`src/sv/siie_pkg.sv`:
```
`default_nettype none

package siie_pkg;

	localparam int MAX_ORBITALS_DEF = 64;
	localparam int IDX_W = 6;
	localparam int ORD_W = 24;
	localparam int CNT_W = 7;
	localparam int APB_AW = 3;
	localparam int APB_DW = 32;

	typedef enum logic [1:0] {
		MODE_NONE        = 2'd0,
		MODE_PAIR_SWAP   = 2'd1,
		MODE_WITHIN_PAIR = 2'd2,
		MODE_EIGHT_FOLD  = 2'd3
	} mode_t;

	typedef enum logic {
		REG_ORBITAL_COUNT = 1'b0,
		REG_SYMMETRY_MODE = 1'b1
	} reg_idx_t;

	typedef struct packed {
		logic [CNT_W-1:0] orbital_count;
		mode_t            mode;
		logic             rewind;
	} cfg_t;

	typedef struct packed {
		logic [IDX_W-1:0] index_i;
		logic [IDX_W-1:0] index_j;
		logic [IDX_W-1:0] index_k;
		logic [IDX_W-1:0] index_l;
		logic [ORD_W-1:0] ordinal;
		logic             is_last;
		logic             valid_res;
	} result_t;

endpackage

`default_nettype wire

```
`src/sv/siie_in_if.sv`:
```
`default_nettype none

interface siie_in_if;
	logic valid;
	logic ready;
	logic restart;

	modport source (output valid, output restart, input ready);
	modport sink (input valid, input restart, output ready);
endinterface

`default_nettype wire

```
`src/sv/siie_out_if.sv`:
```
`default_nettype none

interface siie_out_if;
	logic                        valid;
	logic                        ready;
	logic [siie_pkg::IDX_W-1:0] index_i;
	logic [siie_pkg::IDX_W-1:0] index_j;
	logic [siie_pkg::IDX_W-1:0] index_k;
	logic [siie_pkg::IDX_W-1:0] index_l;
	logic [siie_pkg::ORD_W-1:0] ordinal;
	logic                        is_last;
	logic                        valid_res;

	modport source (
		output valid, output index_i, output index_j, output index_k, output index_l,
		output ordinal, output is_last, output valid_res, input ready
	);
	modport sink (
		input valid, input index_i, input index_j, input index_k, input index_l,
		input ordinal, input is_last, input valid_res, output ready
	);
endinterface

`default_nettype wire

```
`src/sv/siie_cfg_regs.sv`:
```
`default_nettype none

module siie_cfg_regs (
	input  wire logic                         clk,
	input  wire logic                         arst_n,
	input  wire logic                         psel,
	input  wire logic                         penable,
	input  wire logic                         pwrite,
	input  wire logic [siie_pkg::APB_AW-1:0] paddr,
	input  wire logic [siie_pkg::APB_DW-1:0] pwdata,
	output logic      [siie_pkg::APB_DW-1:0] prdata,
	output logic                              pready,
	output siie_pkg::cfg_t                    cfg
);

	logic [siie_pkg::CNT_W-1:0] orbital_count_q;
	siie_pkg::mode_t            mode_q;
	siie_pkg::reg_idx_t         sel_idx;
	logic                       wr_en;

	assign pready  = 1'b1;
	assign sel_idx = siie_pkg::reg_idx_t'(paddr[2]);
	assign wr_en   = psel && penable && pwrite;

	always_ff @(posedge clk or negedge arst_n) begin
		if (!arst_n) begin
			orbital_count_q <= siie_pkg::CNT_W'(1);
			mode_q          <= siie_pkg::MODE_NONE;
		end else if (wr_en) begin
			case (sel_idx)
				siie_pkg::REG_ORBITAL_COUNT: orbital_count_q <= pwdata[siie_pkg::CNT_W-1:0];
				siie_pkg::REG_SYMMETRY_MODE: mode_q <= siie_pkg::mode_t'(pwdata[1:0]);
				default: ;
			endcase
		end
	end

	// byte lane bits only matter on reads: unaligned reads return zero
	always_comb begin
		prdata = '0;
		if (paddr[1:0] == 2'b00) begin
			case (sel_idx)
				siie_pkg::REG_ORBITAL_COUNT:
					prdata = {{(siie_pkg::APB_DW-siie_pkg::CNT_W){1'b0}}, orbital_count_q};
				siie_pkg::REG_SYMMETRY_MODE:
					prdata = {{(siie_pkg::APB_DW-2){1'b0}}, mode_q};
				default: prdata = '0;
			endcase
		end
	end

	assign cfg.orbital_count = orbital_count_q;
	assign cfg.mode          = mode_q;
	assign cfg.rewind        = wr_en;

endmodule

`default_nettype wire

```
`src/sv/siie_next.sv`:
```
`default_nettype none

module siie_next #(
	parameter int MAX_ORBITALS = siie_pkg::MAX_ORBITALS_DEF,
	parameter int CW = (MAX_ORBITALS > 1) ? $clog2(MAX_ORBITALS) : 1
) (
	input  wire logic                         restart,
	input  wire logic [siie_pkg::CNT_W-1:0]  orbital_count,
	input  wire siie_pkg::mode_t              mode,
	input  wire logic [CW-1:0]                cur_i,
	input  wire logic [CW-1:0]                cur_j,
	input  wire logic [CW-1:0]                cur_k,
	input  wire logic [CW-1:0]                cur_l,
	input  wire logic [siie_pkg::ORD_W-1:0]  count,
	input  wire logic                         exhausted,
	output logic      [CW-1:0]                nxt_i,
	output logic      [CW-1:0]                nxt_j,
	output logic      [CW-1:0]                nxt_k,
	output logic      [CW-1:0]                nxt_l,
	output logic      [siie_pkg::ORD_W-1:0]  nxt_count,
	output logic                              nxt_exhausted,
	output siie_pkg::result_t                 res
);

	localparam int NW = CW + 1;
	localparam int EW = (NW > siie_pkg::CNT_W) ? NW : siie_pkg::CNT_W;

	logic [CW-1:0] si, sj, sk, sl;
	logic [siie_pkg::ORD_W-1:0] so;
	logic se;
	logic [EW-1:0] cnt_ext, n_full;
	logic [NW-1:0] n, i1, j1, k1, l1, lmax;
	logic [CW-1:0] ai, aj, ak, al;
	logic more;

	function automatic logic [siie_pkg::IDX_W-1:0] to_idx(input logic [CW-1:0] v);
		logic [CW+siie_pkg::IDX_W-1:0] w;
		w = {{siie_pkg::IDX_W{1'b0}}, v};
		return w[siie_pkg::IDX_W-1:0];
	endfunction

	// clamp n into 1..MAX_ORBITALS
	always_comb begin
		cnt_ext = EW'(orbital_count);
		if (cnt_ext == '0)
			n_full = EW'(1);
		else if (cnt_ext > EW'(MAX_ORBITALS))
			n_full = EW'(MAX_ORBITALS);
		else
			n_full = cnt_ext;
		n = n_full[NW-1:0];
	end

	always_comb begin
		if (restart) begin
			si = '0; sj = '0; sk = '0; sl = '0;
			so = '0;
			se = 1'b0;
		end else begin
			si = cur_i; sj = cur_j; sk = cur_k; sl = cur_l;
			so = count;
			se = exhausted;
		end
	end

	always_comb begin
		i1 = NW'(si) + NW'(1);
		j1 = NW'(sj) + NW'(1);
		k1 = NW'(sk) + NW'(1);
		l1 = NW'(sl) + NW'(1);
		lmax = (sk == si) ? NW'(sj) : NW'(sk);
		ai = si; aj = sj; ak = sk; al = sl;
		more = 1'b1;
		case (mode)
			siie_pkg::MODE_NONE: begin
				if (l1 < n) begin
					al = l1[CW-1:0];
				end else begin
					al = '0;
					if (k1 < n) begin
						ak = k1[CW-1:0];
					end else begin
						ak = '0;
						if (j1 < n) begin
							aj = j1[CW-1:0];
						end else begin
							aj = '0;
							ai = i1[CW-1:0];
							more = (i1 < n);
						end
					end
				end
			end
			siie_pkg::MODE_PAIR_SWAP: begin
				if (l1 < n) begin
					al = l1[CW-1:0];
				end else if (k1 < n) begin
					ak = k1[CW-1:0];
					al = '0;
				end else if (j1 < n) begin
					// kl restarts at the new ij pair
					aj = j1[CW-1:0];
					ak = si;
					al = j1[CW-1:0];
				end else begin
					ai = i1[CW-1:0];
					aj = '0;
					ak = i1[CW-1:0];
					al = '0;
					more = (i1 < n);
				end
			end
			siie_pkg::MODE_WITHIN_PAIR: begin
				if (l1 < n) begin
					al = l1[CW-1:0];
				end else if (k1 < n) begin
					ak = k1[CW-1:0];
					al = k1[CW-1:0];
				end else if (j1 < n) begin
					aj = j1[CW-1:0];
					ak = '0;
					al = '0;
				end else begin
					ai = i1[CW-1:0];
					aj = i1[CW-1:0];
					ak = '0;
					al = '0;
					more = (i1 < n);
				end
			end
			siie_pkg::MODE_EIGHT_FOLD: begin
				if (l1 <= lmax) begin
					al = l1[CW-1:0];
				end else begin
					al = '0;
					if (k1 <= NW'(si)) begin
						ak = k1[CW-1:0];
					end else begin
						ak = '0;
						if (j1 <= NW'(si)) begin
							aj = j1[CW-1:0];
						end else begin
							aj = '0;
							ai = i1[CW-1:0];
							more = (i1 < n);
						end
					end
				end
			end
			default: more = 1'b0;
		endcase
	end

	always_comb begin
		if (se) begin
			res = '0;
			nxt_i = si; nxt_j = sj; nxt_k = sk; nxt_l = sl;
			nxt_count = so;
			nxt_exhausted = 1'b1;
		end else begin
			res.index_i   = to_idx(si);
			res.index_j   = to_idx(sj);
			res.index_k   = to_idx(sk);
			res.index_l   = to_idx(sl);
			res.ordinal   = so;
			res.is_last   = !more;
			res.valid_res = 1'b1;
			nxt_i = more ? ai : '0;
			nxt_j = more ? aj : '0;
			nxt_k = more ? ak : '0;
			nxt_l = more ? al : '0;
			nxt_count = so + siie_pkg::ORD_W'(1);
			nxt_exhausted = !more;
		end
	end

endmodule

`default_nettype wire

```
`src/sv/symmetric_integral_index_enumerator_unit.sv`:
```
`default_nettype none

// Four-index tuple enumerator for symmetric two-electron integrals. Every input
// beat (restart = 1 rewinds first) returns one result beat with the next
// tuple (i,j,k,l) of the list chosen by symmetry_mode over orbital_count
// orbitals, its ordinal and a last mark; once the list is done each beat
// returns valid_res = 0 with all fields zero until a restart or a register
// write, either of which rewinds to the first tuple. Throughput is one beat
// per cycle unless the output stalls; a result shows in the cycle after its
// input beat via increment-and-compare cursor logic and one result register.
// The input is held off only while a result beat waits with ready low; a new
// beat enters in the same cycle that the waiting result leaves.
// Registers: orbital_count at byte 0x0, symmetry_mode at byte 0x4; write them
// only while no beat is in flight.
module symmetric_integral_index_enumerator_unit #(
	parameter int MAX_ORBITALS = siie_pkg::MAX_ORBITALS_DEF
) (
	input  wire logic                         clk,
	input  wire logic                         arst_n,
	input  wire logic                         psel,
	input  wire logic                         penable,
	input  wire logic                         pwrite,
	input  wire logic [siie_pkg::APB_AW-1:0] paddr,
	input  wire logic [siie_pkg::APB_DW-1:0] pwdata,
	output logic      [siie_pkg::APB_DW-1:0] prdata,
	output logic                              pready,
	siie_in_if.sink                           in_ch,
	siie_out_if.source                        out_ch
);

	localparam int CW = (MAX_ORBITALS > 1) ? $clog2(MAX_ORBITALS) : 1;

	siie_pkg::cfg_t cfg;

	logic [CW-1:0] cur_i_q, cur_j_q, cur_k_q, cur_l_q;
	logic [siie_pkg::ORD_W-1:0] count_q;
	logic exhausted_q;

	logic [CW-1:0] nxt_i, nxt_j, nxt_k, nxt_l;
	logic [siie_pkg::ORD_W-1:0] nxt_count;
	logic nxt_exhausted;
	siie_pkg::result_t res;

	siie_pkg::result_t res_s1;
	logic out_valid_s1;
	logic accept;

	siie_cfg_regs u_cfg (
		.clk     (clk),
		.arst_n  (arst_n),
		.psel    (psel),
		.penable (penable),
		.pwrite  (pwrite),
		.paddr   (paddr),
		.pwdata  (pwdata),
		.prdata  (prdata),
		.pready  (pready),
		.cfg     (cfg)
	);

	siie_next #(
		.MAX_ORBITALS (MAX_ORBITALS),
		.CW           (CW)
	) u_next (
		.restart       (in_ch.restart),
		.orbital_count (cfg.orbital_count),
		.mode          (cfg.mode),
		.cur_i         (cur_i_q),
		.cur_j         (cur_j_q),
		.cur_k         (cur_k_q),
		.cur_l         (cur_l_q),
		.count         (count_q),
		.exhausted     (exhausted_q),
		.nxt_i         (nxt_i),
		.nxt_j         (nxt_j),
		.nxt_k         (nxt_k),
		.nxt_l         (nxt_l),
		.nxt_count     (nxt_count),
		.nxt_exhausted (nxt_exhausted),
		.res           (res)
	);

	assign in_ch.ready = !out_valid_s1 || out_ch.ready;
	assign accept      = in_ch.valid && in_ch.ready;

	// register writes rewind the list
	always_ff @(posedge clk or negedge arst_n) begin
		if (!arst_n) begin
			cur_i_q     <= '0;
			cur_j_q     <= '0;
			cur_k_q     <= '0;
			cur_l_q     <= '0;
			count_q     <= '0;
			exhausted_q <= 1'b0;
		end else if (cfg.rewind) begin
			cur_i_q     <= '0;
			cur_j_q     <= '0;
			cur_k_q     <= '0;
			cur_l_q     <= '0;
			count_q     <= '0;
			exhausted_q <= 1'b0;
		end else if (accept) begin
			cur_i_q     <= nxt_i;
			cur_j_q     <= nxt_j;
			cur_k_q     <= nxt_k;
			cur_l_q     <= nxt_l;
			count_q     <= nxt_count;
			exhausted_q <= nxt_exhausted;
		end
	end

	always_ff @(posedge clk or negedge arst_n) begin
		if (!arst_n) begin
			out_valid_s1 <= 1'b0;
		end else if (accept) begin
			out_valid_s1 <= 1'b1;
		end else if (out_ch.ready) begin
			out_valid_s1 <= 1'b0;
		end
	end

	always_ff @(posedge clk) begin
		if (accept) begin
			res_s1 <= res;
		end
	end

	assign out_ch.valid     = out_valid_s1;
	assign out_ch.index_i   = res_s1.index_i;
	assign out_ch.index_j   = res_s1.index_j;
	assign out_ch.index_k   = res_s1.index_k;
	assign out_ch.index_l   = res_s1.index_l;
	assign out_ch.ordinal   = res_s1.ordinal;
	assign out_ch.is_last   = res_s1.is_last;
	assign out_ch.valid_res = res_s1.valid_res;

endmodule

`default_nettype wire

```
`src/flat_wrapper.sv`:
```
// flat-port wrapper written by rule: the top's interface ports become plain ports
module symmetric_integral_index_enumerator_unit_flat 
#(
	parameter int MAX_ORBITALS = siie_pkg::MAX_ORBITALS_DEF
)
  (clk, arst_n, psel, penable, pwrite, paddr, pwdata, prdata, pready, in_ch_valid, in_ch_restart, in_ch_ready, out_ch_valid, out_ch_index_i, out_ch_index_j, out_ch_index_k, out_ch_index_l, out_ch_ordinal, out_ch_is_last, out_ch_valid_res, out_ch_ready);
  siie_in_if in_ch_i ();
  siie_out_if out_ch_i ();
  input  wire logic clk;
  input  wire logic arst_n;
  input  wire logic psel;
  input  wire logic penable;
  input  wire logic pwrite;
  input  wire logic [siie_pkg::APB_AW-1:0] paddr;
  input  wire logic [siie_pkg::APB_DW-1:0] pwdata;
  output logic      [siie_pkg::APB_DW-1:0] prdata;
  output logic pready;
  input wire logic [$bits(in_ch_i.valid)-1:0] in_ch_valid;
  input wire logic [$bits(in_ch_i.restart)-1:0] in_ch_restart;
  output wire logic [$bits(in_ch_i.ready)-1:0] in_ch_ready;
  output wire logic [$bits(out_ch_i.valid)-1:0] out_ch_valid;
  output wire logic [$bits(out_ch_i.index_i)-1:0] out_ch_index_i;
  output wire logic [$bits(out_ch_i.index_j)-1:0] out_ch_index_j;
  output wire logic [$bits(out_ch_i.index_k)-1:0] out_ch_index_k;
  output wire logic [$bits(out_ch_i.index_l)-1:0] out_ch_index_l;
  output wire logic [$bits(out_ch_i.ordinal)-1:0] out_ch_ordinal;
  output wire logic [$bits(out_ch_i.is_last)-1:0] out_ch_is_last;
  output wire logic [$bits(out_ch_i.valid_res)-1:0] out_ch_valid_res;
  input wire logic [$bits(out_ch_i.ready)-1:0] out_ch_ready;
  assign in_ch_i.valid = in_ch_valid;
  assign in_ch_i.restart = in_ch_restart;
  assign in_ch_ready = in_ch_i.ready;
  assign out_ch_valid = out_ch_i.valid;
  assign out_ch_index_i = out_ch_i.index_i;
  assign out_ch_index_j = out_ch_i.index_j;
  assign out_ch_index_k = out_ch_i.index_k;
  assign out_ch_index_l = out_ch_i.index_l;
  assign out_ch_ordinal = out_ch_i.ordinal;
  assign out_ch_is_last = out_ch_i.is_last;
  assign out_ch_valid_res = out_ch_i.valid_res;
  assign out_ch_i.ready = out_ch_ready;
  symmetric_integral_index_enumerator_unit #(.MAX_ORBITALS(MAX_ORBITALS)) u_core (.clk(clk), .arst_n(arst_n), .psel(psel), .penable(penable), .pwrite(pwrite), .paddr(paddr), .pwdata(pwdata), .prdata(prdata), .pready(pready), .in_ch(in_ch_i), .out_ch(out_ch_i));
endmodule
```
`config.mk`:
```
export PLATFORM = sky130hd
export DESIGN_NAME = symmetric_integral_index_enumerator_unit_flat
export DESIGN_NICKNAME = d
export VERILOG_FILES = /design/src/sv/siie_pkg.sv /design/src/sv/siie_in_if.sv /design/src/sv/siie_out_if.sv /design/src/sv/siie_cfg_regs.sv /design/src/sv/siie_next.sv /design/src/sv/symmetric_integral_index_enumerator_unit.sv /design/src/flat_wrapper.sv
export SDC_FILE = /design/constraint.sdc
export NUM_CORES = 1
export LEC_CHECK = 0
export BUFFER_PORTS_ARGS = -buffer_cell sky130_fd_sc_hd__buf_4
export CORE_MARGIN = 2
export CORE_UTILIZATION = 59
export DETAILED_ROUTE_END_ITERATION = 6
export GPL_TIMING_DRIVEN = 0
export PLACE_DENSITY = 0.82
export SETUP_SLACK_MARGIN = 0.15
export SLEW_MARGIN = 10
export SYNTH_ARGS = -nofsm -noshare
export SYNTH_HDL_FRONTEND = slang
export SYNTH_HIERARCHICAL = 1
export SYNTH_SLANG_ARGS = --single-unit
```
`constraint.sdc`:
```
create_clock -name clk -period 5.5 [get_ports clk]
set_input_delay 0.55 -clock clk [delete_from_list [all_inputs] [get_ports clk]]
set_output_delay 0.55 -clock clk [all_outputs]
set_load 0.05 [all_outputs]
```
==> results.tsv <==
stage	metric	value	unit
final_layout	fin_util	69.0	%
critical_path	cp-end-kind	flip-flop	
critical_path	crit_start	in_ch_restart	
floorplan	rows	43	
final_layout	syn_to_final_growth	13.9	%
power	p_leak	0.00405	uW
grt	grt_pass1_vias	7115	
power	power_density	349	nW/um2
yosys	avgSynthCellArea	9.06	um2
cts	h-tree-depth	3	
power	vdd.ir_drop.worst	0.000198	V
floorplan	die_area	15300	um2
timing	worstMarginPinSlew	0.849	ns
yosys	synth.yosys.seq_area_share	35.3	%
timing	fmax	187	MHz
placed_design	port_buffers	74	
final_layout	stdcell_area	9620	um2
route	vias_per_cell	6.46	
route	routedWlPerCell	20.8	um
final_layout	multi_input_area	4980	um2
cts	numClockSinks	109	
timing	skew	0.00711	ns
floorplan	fp.dieH	124	um
cts	cts_buffer_depth	2	
placed_design	dpl_cell_area	9310	um2
timing	rsz0062_at_grt	true	
critical_path	r2r_start	u_core/cur_i_q[0]	
yosys	async_flop_share	54.1	%
yosys	ys_ff_latch	109	
final_layout	nets	1132	
cts	tritoncts	yes	
final_layout	fill_cells	1150	
timing	hold_viol_final	0	
worst_hold_path	min_path_type	input pin to async pin	
cts	clk_latency	0.36	ns
flow_run	cap_violations	0	
cts	root_buffer	clkbuf_16	
grt	grt_start_max_net_pins	60	
cts	cts_hold_buf	0	
yosys	synth_edf_count	50	
yosys	netlist_instances	932	
route	firstDrtPassIters	6	
floorplan	start_util	60.6	%
route	ant_nets	0	
cts	post_cts_buffers	0	
final_layout	layout-drive-gt1-share	19.4	%
timing	slew_violations	0	
cts	numCtsBuffers	9	
placed_design	hpwl	18600	um
timing	finalCriticalPeriod	5.34	ns
yosys	synth.distinct_cells	80	
critical_path	startpoint_type	input pin	
grt	antenna_found_initial	0	
grt	track_usage	34.1	%
timing	setup_viol	0	
floorplan	core	13900	um2
route	via_count	7924	
floorplan	ios	128	
placed_design	routabilityCongestion	1.10	
critical_path	crit_required	5.79	ns
yosys	netlist_area	8440	um2
timing	fin_crit_sh	97.1	%
yosys	synthFlopType	dfrtp_1	
final_layout	seq_area	2980	um2
critical_path	arrival	5.63	ns
floorplan	die_x	124	um
status	run_status	finished, final reports clean	
timing	max-slew-margin-rel	42.8	%
critical_path	crit_type	input pin to flip-flop	
critical_path	crit_path_max_fanout	10	
grt	grt_pass1_wl	39600	um
final_layout	num_antenna_cells	0	
yosys	synth_warnings	6	
cts	clkSlewWorstSetupHoldPaths	0.08	ns
grt	overflow	0	
route	post-route-drc-count	0	
route	drt_iter0_drc	1265	
route	routed_wirelength	25500	um
[through the flow]
stage,hold WS (ns),power [uW],setup slack [ns],setup TNS (ns),instances
6_report,0.254,3350,0.162,0,1226
5_1_grt,0.323,3500,0.111,0,1226
4_1_cts,0.282,3280,0.164,0,1226
3_5_place_dp,0.529,2650,-0.619,-9.89,1210
3_3_place_gp,0.521,2640,-0.655,-10.10,1210
2_1_floorplan,0.254,2210,1.24,0,956
[synth_stat cells (all sizes together) (8+ instances only)]
cell	instances	share of area, %
a21o	10	0.89
a21oi	30	1.8
and2	34	2.5
buf	52	4.6
clkbuf	39	1.7
dfrtp	58	17
edfxtp	50	18
ha	48	7.1
inv	17	0.76
mux2	14	2.0
nand2	81	3.6
nand2b	61	4.6
nand3	49	3.0
nand4b	50	5.4
nor2	65	2.9
nor2b	21	1.6
nor3	23	1.4
o21ai	71	5.5
o22ai	8	0.67
xnor2	23	2.4
xor2	18	1.9
[repair_timing]
item,in CTS,in global routing
endpoints found under the hold margin,0,0
gates resized for setup,3,8
setup endpoints to repair,22,23
[worst max-delay path: stages]
cell and delay [ns]:
buf_4 0.15, buf_6 0.17, clkbuf_2 0.28, clkbuf_2 0.36
nor2b_1 0.58, ha_1 0.35, nand3_1 0.11, xor2_1 0.16
nor2_1 0.39, ha_1 0.34, nand3_1 0.11, a21o_1 0.09
a31oi_1 0.16, nor2_1 0.34, o22ai_2 0.26, a21oi_2 0.41
inv_2 0.11, o21ai_0 0.40, nand4b_1 0.18, o21ai_2 0.09
[metal layers]
| layer | wire (um) | part of all wire (%) | vias to the layer above | global-route usage [%] |
|---|---|---|---|---|
| met5 | 0 | 0 | - | 0 |
| met4 | 888 | 3.5 | 0 | 12.6 |
| met3 | 2710 | 11 | 76 | 6.87 |
| met2 | 11200 | 44 | 507 | 49.9 |
| met1 | 10800 | 42 | 3791 | 49.9 |
| li1 | - | - | 3550 | - |
[state kept, by name, indices dropped and copies added, names as in the netlist]
signal	flops
u_core/u_cfg/mode_q	2
u_core/cur_i_q	6
u_core/cur_l_q	6
u_core/count_q	24
u_core/out_ch.is_last	1
u_core/out_ch.valid	1
u_core/exhausted_q	1
u_core/out_ch.index_l	6
u_core/out_ch.index_j	6
u_core/out_ch.index_k	6
u_core/cur_j_q	6
u_core/out_ch.index_i	6
u_core/u_cfg/orbital_count_q	7
u_core/out_ch.valid_res	1
u_core/out_ch.ordinal	24
u_core/cur_k_q	6
[path summary, 6_finish.rpt]
path	to	slack, ns	cells past startpoint
setup / recovery	u_core/cur_j_q[4]	0.16	20
hold / removal	u_core/u_cfg/orbital_count_q[4]	0.25	1
setup reg to reg	u_core/cur_j_q[4]	0.36	17
hold reg to reg	u_core/cur_k_q[2]	0.55	2
max in group asynchronous	u_core/cur_l_q[4]	4.73	1
min in group clk	u_core/u_cfg/orbital_count_q[5]	0.43	2
[placed cells by master, fill, tap and decap left out, types with 4 or more instances in the layout]
master     synthesis  final
o211ai_1           4      4
a221oi_1           6      6
o21ai_2           29     29
clkbuf_2           0      4
nand4b_1          49     49
clkbuf_16          0      9
dfrtp_1           58     58
a21oi_1           29     29
buf_1              6      6
buf_4             28    102
clkbuf_1          39     37
nand3b_1           4      4
and2_1            33     33
mux2_2            11     11
xor2_1            18     18
o21ai_0           20     20
buf_6             10     10
nor2b_1           21     20
nand2_1           81     81
nand3_1           48     48
a21o_1            10     10
inv_1             16     16
a31oi_1            7      7
edfxtp_1          50     50
a32o_1             4      4
o21ai_1           22     22
nor3_1            22     21
nand4_1            7      7
a211oi_1           6      6
o21a_1             4      4
nand2b_1          60     60
xnor2_1           23     23
nor2_1            65     64
mux2i_1            7      7
conb_1             2     26
o22ai_1            7      7
buf_2              8      8
and3_1             5      5
ha_1              48     48
[cells by family (layout without fill, tap and decap cells)]
kind of cell / Yosys count / after routing / synth area share (%)
simple gates: 418 / 418 / 27.9
compound gates: 185 / 185 / 15.4
flops: 109 / 109 / 35.3
buf+inv: 108 / 198 / 7.05
fa+ha+maj: 48 / 48 / 7.11
xor+xnor: 41 / 41 / 4.25
mux: 21 / 21 / 2.83
other cells: 2 / 26 / 0.0890
[cell type report]
type	count	area share, %
clock buffer	11	2.42
inverter	17	0.664
timing repair buffer	74	5.78
multi-input combinational	739	51.8
sequential	109	31.0
buffer	91	5.58
tap	180	2.34
clock inverter	5	0.455
[report_power, final]
| part | internal (uW) | leakage (uW) | switching [uW] |
|---|---|---|---|
| combinational | 575 | 0.00263 | 1080 |
| clock | 315 | 0.000137 | 317 |
| sequential | 951 | 0.00129 | 113 |
Power figures use the tool's default switching activity.
